===== config.mk =====
export PLATFORM = sky130hd
export DESIGN_NAME = rr_divider
export DESIGN_NICKNAME = d
export VERILOG_FILES = /design/src/hdl/rr_pkg.sv /design/src/hdl/rr_divider.sv
export SDC_FILE = /design/constraint.sdc
export NUM_CORES = 1
export LEC_CHECK = 0
export BUFFER_PORTS_ARGS = -buffer_cell sky130_fd_sc_hd__buf_2
export CAP_MARGIN = 20
export CELL_PAD_IN_SITES_DETAIL_PLACEMENT = 0
export CELL_PAD_IN_SITES_GLOBAL_PLACEMENT = 2
export CORE_MARGIN = 1.5
export CORE_UTILIZATION = 35
export CTS_CLUSTER_DIAMETER = 150
export DETAILED_ROUTE_END_ITERATION = 10
export HOLD_SLACK_MARGIN = 0.15
export PLACE_DENSITY = 0.9
export SLEW_MARGIN = 20
export SYNTH_ARGS = -nofsm -noshare
export SYNTH_HDL_FRONTEND = slang
export SYNTH_SLANG_ARGS = --single-unit

===== constraint.sdc =====
create_clock -name clk -period 3.9 [get_ports clk]
set_input_delay 0.78 -clock clk [delete_from_list [all_inputs] [get_ports clk]]
set_output_delay 0.78 -clock clk [all_outputs]
set_load 0.1 [all_outputs]

===== src/hdl/rr_pkg.sv =====
package rr_pkg;

	localparam logic [1:0] ST_FOUND     = 2'd0;
	localparam logic [1:0] ST_NOT_FOUND = 2'd1;
	localparam logic [1:0] ST_ZERO_DIV  = 2'd2;
	localparam logic [1:0] ST_RANGE     = 2'd3;

	localparam int MOD_BITS = 63;

	// Operation codes for the shared division unit.
	typedef enum logic [1:0] {
		DOP_DIV = 2'd0,
		DOP_MUL = 2'd1
	} div_op_t;

	typedef struct packed {
		logic    start;
		div_op_t op;
	} div_ctl_t;

endpackage


===== src/hdl/rr_divider.sv =====
module rr_divider import rr_pkg::*; #(
	parameter int W = 63
) (
	input  logic         clk,
	input  logic         arst_n,
	input  div_ctl_t     ctl,
	input  logic [W-1:0] opa,
	input  logic [W-1:0] opb,
	output logic         busy,
	output logic         done,
	output logic [W-1:0] quo,
	output logic [W-1:0] rem
);

	// DOP_DIV: restoring division, one quotient bit per cycle.
	// DOP_MUL: shift-add product opa*opb modulo 2^W, one bit per cycle.
	localparam int CW = $clog2(W + 1);

	logic [W-1:0]  a_q;
	logic [W-1:0]  b_q;
	logic [W-1:0]  q_q;
	logic [W:0]    r_q;
	logic [CW-1:0] cnt_q;
	div_op_t       op_q;
	logic          busy_q;
	logic          done_q;
	logic [W:0]    trial;
	logic [W-1:0]  madd;

	always_comb begin
		trial = {r_q[W-1:0], a_q[W-1]} - {1'b0, b_q};
		madd  = q_q << 1;
		if (a_q[W-1]) begin
			madd = (q_q << 1) + b_q;
		end
	end

	always_ff @(posedge clk or negedge arst_n) begin
		if (!arst_n) begin
			busy_q <= 1'b0;
			done_q <= 1'b0;
			cnt_q  <= '0;
		end else begin
			done_q <= 1'b0;
			if (ctl.start && !busy_q) begin
				busy_q <= 1'b1;
				cnt_q  <= CW'(W);
			end else if (busy_q) begin
				cnt_q <= cnt_q - 1'b1;
				if (cnt_q == CW'(1)) begin
					busy_q <= 1'b0;
					done_q <= 1'b1;
				end
			end
		end
	end

	always_ff @(posedge clk) begin
		if (ctl.start && !busy_q) begin
			a_q  <= opa;
			b_q  <= opb;
			q_q  <= '0;
			r_q  <= '0;
			op_q <= ctl.op;
		end else if (busy_q) begin
			a_q <= a_q << 1;
			case (op_q)
				DOP_DIV: begin
					if (!trial[W]) begin
						r_q <= trial;
						q_q <= {q_q[W-2:0], 1'b1};
					end else begin
						r_q <= {r_q[W-1:0], a_q[W-1]};
						q_q <= {q_q[W-2:0], 1'b0};
					end
				end
				default: begin
					q_q <= madd;
				end
			endcase
		end
	end

	assign busy = busy_q;
	assign done = done_q;
	assign quo  = q_q;
	assign rem  = r_q[W-1:0];

endmodule


* After elaboration in Yosys (flattened, before gate mapping) *
Index checks and enable logic that the tools add are counted.

cells by class
  $add $sub $neg = 3
  equality and inequality tests = 1
  muxes and demuxes = 14
  reductions and logical operators = 5

operators with widths
  operator               number
  $mux W63               5
  $sub A64 B63 Y64       1
  $add A63 B63 Y63       1
  $mux W6                2
  $mux W1                7
  $eq A6 B1 Y1 const B   1
  $sub A6 B1 Y6 const B  1
  $logic_not A2 Y1       1
  $reduce_and A2 Y1      1
  $reduce_bool A2 Y1     1
  $logic_and A1 B1 Y1    1
  $logic_not A1 Y1       1

storage, ports and cells
  flip-flop bits (word level) = 262
  output and inout port bits = 128
  logic and storage cells = 31

* Logic depth before layout (Yosys ltp) *
  word-level depth = 4
  depth in mapped cells = 16
  gate-level depth less buffers = 14

* Worst setup path before layout *
OpenSTA, ideal clock, no wires.

  path kind = reg2reg
  from = register busy_q, in the netlist busy
  to = register b_q[0] (enable)
  data arrival time = 3.578 ns
  required time = 3.446 ns
  slack = -0.132 ns
  cell stages (with the launch flop) = 6
  buffers on the path = 3
  cell sequence = dfrtp_1 > clkbuf_1 > nand2b_1 > inv_2 > clkbuf_1 > buf_1

on the way
  word-level cells in the longest chain between the ends = 2

RTL lines
  what                      line              RTL
  start: declaration        rr_divider.sv:25  logic busy_q;
  start signal: assignment  rr_divider.sv:40  busy_q <= 1'b0;
  start signal: assignment  rr_divider.sv:46  busy_q <= 1'b1;
  start signal: assignment  rr_divider.sv:51  busy_q <= 1'b0;
  $logic_not A1 Y1          rr_divider.sv:59  if (ctl.start && !busy_q) begin
  $logic_and A1 B1 Y1       rr_divider.sv:59
  end signal: assignment    rr_divider.sv:61  b_q <= opb;
  end: declaration          rr_divider.sv:20  logic [W-1:0] b_q;

Every way passes these cells.
A chain may end at the register's enable or synchronous reset.

* Worst setup path in the final report *
  from = register a_q[62]
  to = register r_q[56]

on the way
  word-level cells in the longest chain between the ends = 2

RTL lines
  what                      line              RTL
  start: declaration        rr_divider.sv:19  logic [W-1:0] a_q;
  start signal: assignment  rr_divider.sv:60  a_q <= opa;
  start signal: assignment  rr_divider.sv:66  a_q <= a_q << 1;
  $sub A64 B63 Y64          rr_divider.sv:31  trial = {r_q[W-1:0], a_q[W-1]} - {1'b0, b_q};
  $mux W63                  rr_divider.sv:69  if (!trial[W]) begin
  end signal: assignment    rr_divider.sv:70  r_q <= trial;
  end signal: assignment    rr_divider.sv:73  r_q <= {r_q[W-1:0], a_q[W-1]};
  end: declaration          rr_divider.sv:22  logic [W:0] r_q;

Every way passes these cells.

==> results.yml <==
sta:
  finalCritPeriodShare_pct: 91.67
  worst_pin_slew_ps: 939.5
  slew_headroom_pct: 37.22
  min_period_ps: 3575
  slew_viol_final: 0
  finalSetupTns_ps: 0
  fin_skew_ps: 13.27
  rsz0062_at_grt: "false"
  hold_viol: 0
  max_freq_ghz: 0.2797
  setup_viol: 0
critical_path:
  criticalPathCategory: "register to register"
  worst_ep_arrival_time_ps: 3980
  cp_max_fo: 5
  crit_required_ps: 4310
  crit_path_top_delay_cell: "edfxtp_1"
  crit_top_cell: "inv_1"
  path_cells: "inv_1 > ha_1 > inv_1 > fa_1 > a21o_1 > a221oi_2 > o211ai_1 > nand4_1 > a21oi_1 > o21bai_1 > nand2_1 > a211oi_1 > xor2_1 > o22ai_1"
  cp-end-kind: "register"
  slowest_delay_ps: 460
  start_kind: "register"
detailed_routing:
  dr.pass1.iters: 5
  drt_wl_total_um: 59530
  routed_via_density: 5.430
  ant_nets: 0
  vias: 16620
  drt_iter0_drc: 1054
  wire_per_inst_um: 19.46
  drc_errors: 0
outcome:
  status: "completed"
die:
  die_w_um: 230.3
  dieArea_mm2: 0.05302
  ios: 259
  core_mm2: 0.05120
  die_h_um: 230.3
  start_util_pct: 35.31
  row_count: 83
grt:
  grt.total_usage_pct: 22.05
  gr-total-overflow: 0
  grt_pass1_vias: 16020
  grt_antenna_before_repair: 1
  grt_pass1_wl_um: 92350
  grt_max_degree: 85
cts:
  max-clock-path-buffers: 3
  htreeDepth: 2
  post_cts_buffers: 0
  clock_sinks: 262
  clk_latency_ps: 550
  hold_buffers: 1
  cts_resized: 0
  clock-root-buffer: "clkbuf_16"
  clk_pin_slew_ps: 60
  cts_buffers: 34
  cts_tree: "yes"
synth:
  synth.cell_area_mm2: 0.01808
  synth-main-ff-cell: "edfxtp_1"
  synth-seq-area-share_pct: 36.32
  synth_nets: 2413
  synth-edff-count: 128
  synth_cells: 2153
  ys_async_sr_fraction_pct: 3.053
  yosysWarnings: 0
  ys_types: 94
  ys_ff_latch: 262
  syn_area_per_cell_um2: 8.396
hold_path:
  hold_path.class: "input pin to register"
finish:
  fillerInstances: 5194
  multi_input_area_mm2: 0.01062
  layout_common_cells: "nand2_1, buf_2, a21oi_1"
  syn_to_final_growth_pct: 16.93
  fin_nets: 2614
  drive_above_1_share_pct: 16.14
  register_area_mm2: 0.006568
  final_common_cell: "nand2_1"
  final_area_mm2: 0.02114
placement:
  finalWeightedCongestion: 0.8973
  place_hpwl_um: 45570
  portBuffers: 258
  place_area_mm2: 0.01998
flow_run:
  drv_cap: 0
[worst max-delay path: cells and delay by family, from the launching register on]
| family | cells | cell delay [ps] |
|---|---|---|
| adders and majority gates | 2 | 570 |
| DFF | 1 | 460 |
| and+or+nand+nor | 2 | 290 |
| AOI/OAI and AO/OA | 7 | 1760 |
| buffers and inverters | 2 | 200 |
| xor gates and xnor gates | 1 | 180 |
[flip-flops by register name, summed over array words and instances (netlist names)]
name   cells
a_q       63
b_q       63
quo       63
r_q       63
cnt_q      6
op_q       2
busy       1
done       1
[cell usage after synthesis (7+ instances only)]
library cell	number	area, um2
a22o_1	27	236.5
a211o_1	7	61.31
xnor2_1	68	595.6
nor3_1	26	130.1
o21a_1	17	127.6
nor2b_1	9	56.30
a21oi_1	207	1036
nand2_1	351	1318
a211oi_1	45	337.8
o22ai_1	11	68.82
o31ai_1	15	112.6
nand2b_1	23	143.9
ha_1	127	1589
o21bai_1	32	240.2
a22oi_1	28	210.2
nor2_1	144	540.5
edfxtp_1	128	3844
a211oi_2	7	87.58
a21o_1	68	510.5
a31oi_1	17	106.4
o211ai_1	13	97.59
inv_1	105	394.1
nand3_1	30	150.1
and2_1	12	75.07
mux2i_1	22	220.2
xor2_1	36	315.3
buf_2	21	105.1
dfxtp_1	126	2522
o21ai_1	19	95.09
o21ai_0	127	635.6
clkbuf_1	83	311.6
nand4_1	38	237.7
and3_1	21	131.4
dfrtp_1	8	200.2
[final timing paths]
kind,startpoint,end,slack (ps),cells after the start
max in group asynchronous,arst_n,busy,3070,2
min in group asynchronous,arst_n,cnt_q[2],630,2
worst min register to register,r_q[13],r_q[13],500,2
worst max register to register,a_q[62],r_q[56],320,14
worst max-delay path,a_q[62],r_q[56],320,14
worst min-delay path,opb[13],b_q[13],400,1
[logic make-up after synthesis]
family | after synthesis | share of synthesized area, %
buf+inv | 227 | 5.129
mux | 26 | 1.488
compound gates | 718 | 26.23
fa+ha+maj | 129 | 9.012
simple gates | 687 | 16.78
xor+xnor | 104 | 5.039
flops | 262 | 36.32
[area by class of cell]
type / count / share of cell area (%)
inverters: 106 / 1.906
clock inverters: 20 / 1.166
well taps: 680 / 4.025
clock buffers: 41 / 4.250
flip-flops and latches: 262 / 31.07
repair buffers: 286 / 7.352
diodes: 1 / 0.01184
multi-input cells: 1664 / 50.22
[per-stage QoR]
step | utilization [%] | instances | hold slack [ps] | setup WS [ps]
floorplan | - | 2153 | 445.4 | 68.83
global placement | 39.03 | 2997 | 472.0 | 459.8
detailed placement | 39.03 | 2997 | 481.6 | 371.5
CTS | 41.28 | 3059 | 379.2 | 351.0
global route | 41.29 | 3060 | 387.2 | 64.71
finish | 41.29 | 3060 | 404.5 | 324.8
[per-layer routing]
metal	vias up	GRT usage, %	wire [um]
met1	7854	30.77	28040
li1	8240	-	-
met2	437	34.04	26340
met5	-	0	0
met3	84	4.055	3369
met4	0	7.537	1787
Power is left out: the tool's default activity adds up to more than one toggle a clock period on the data nets, which glitch-free logic cannot reach.
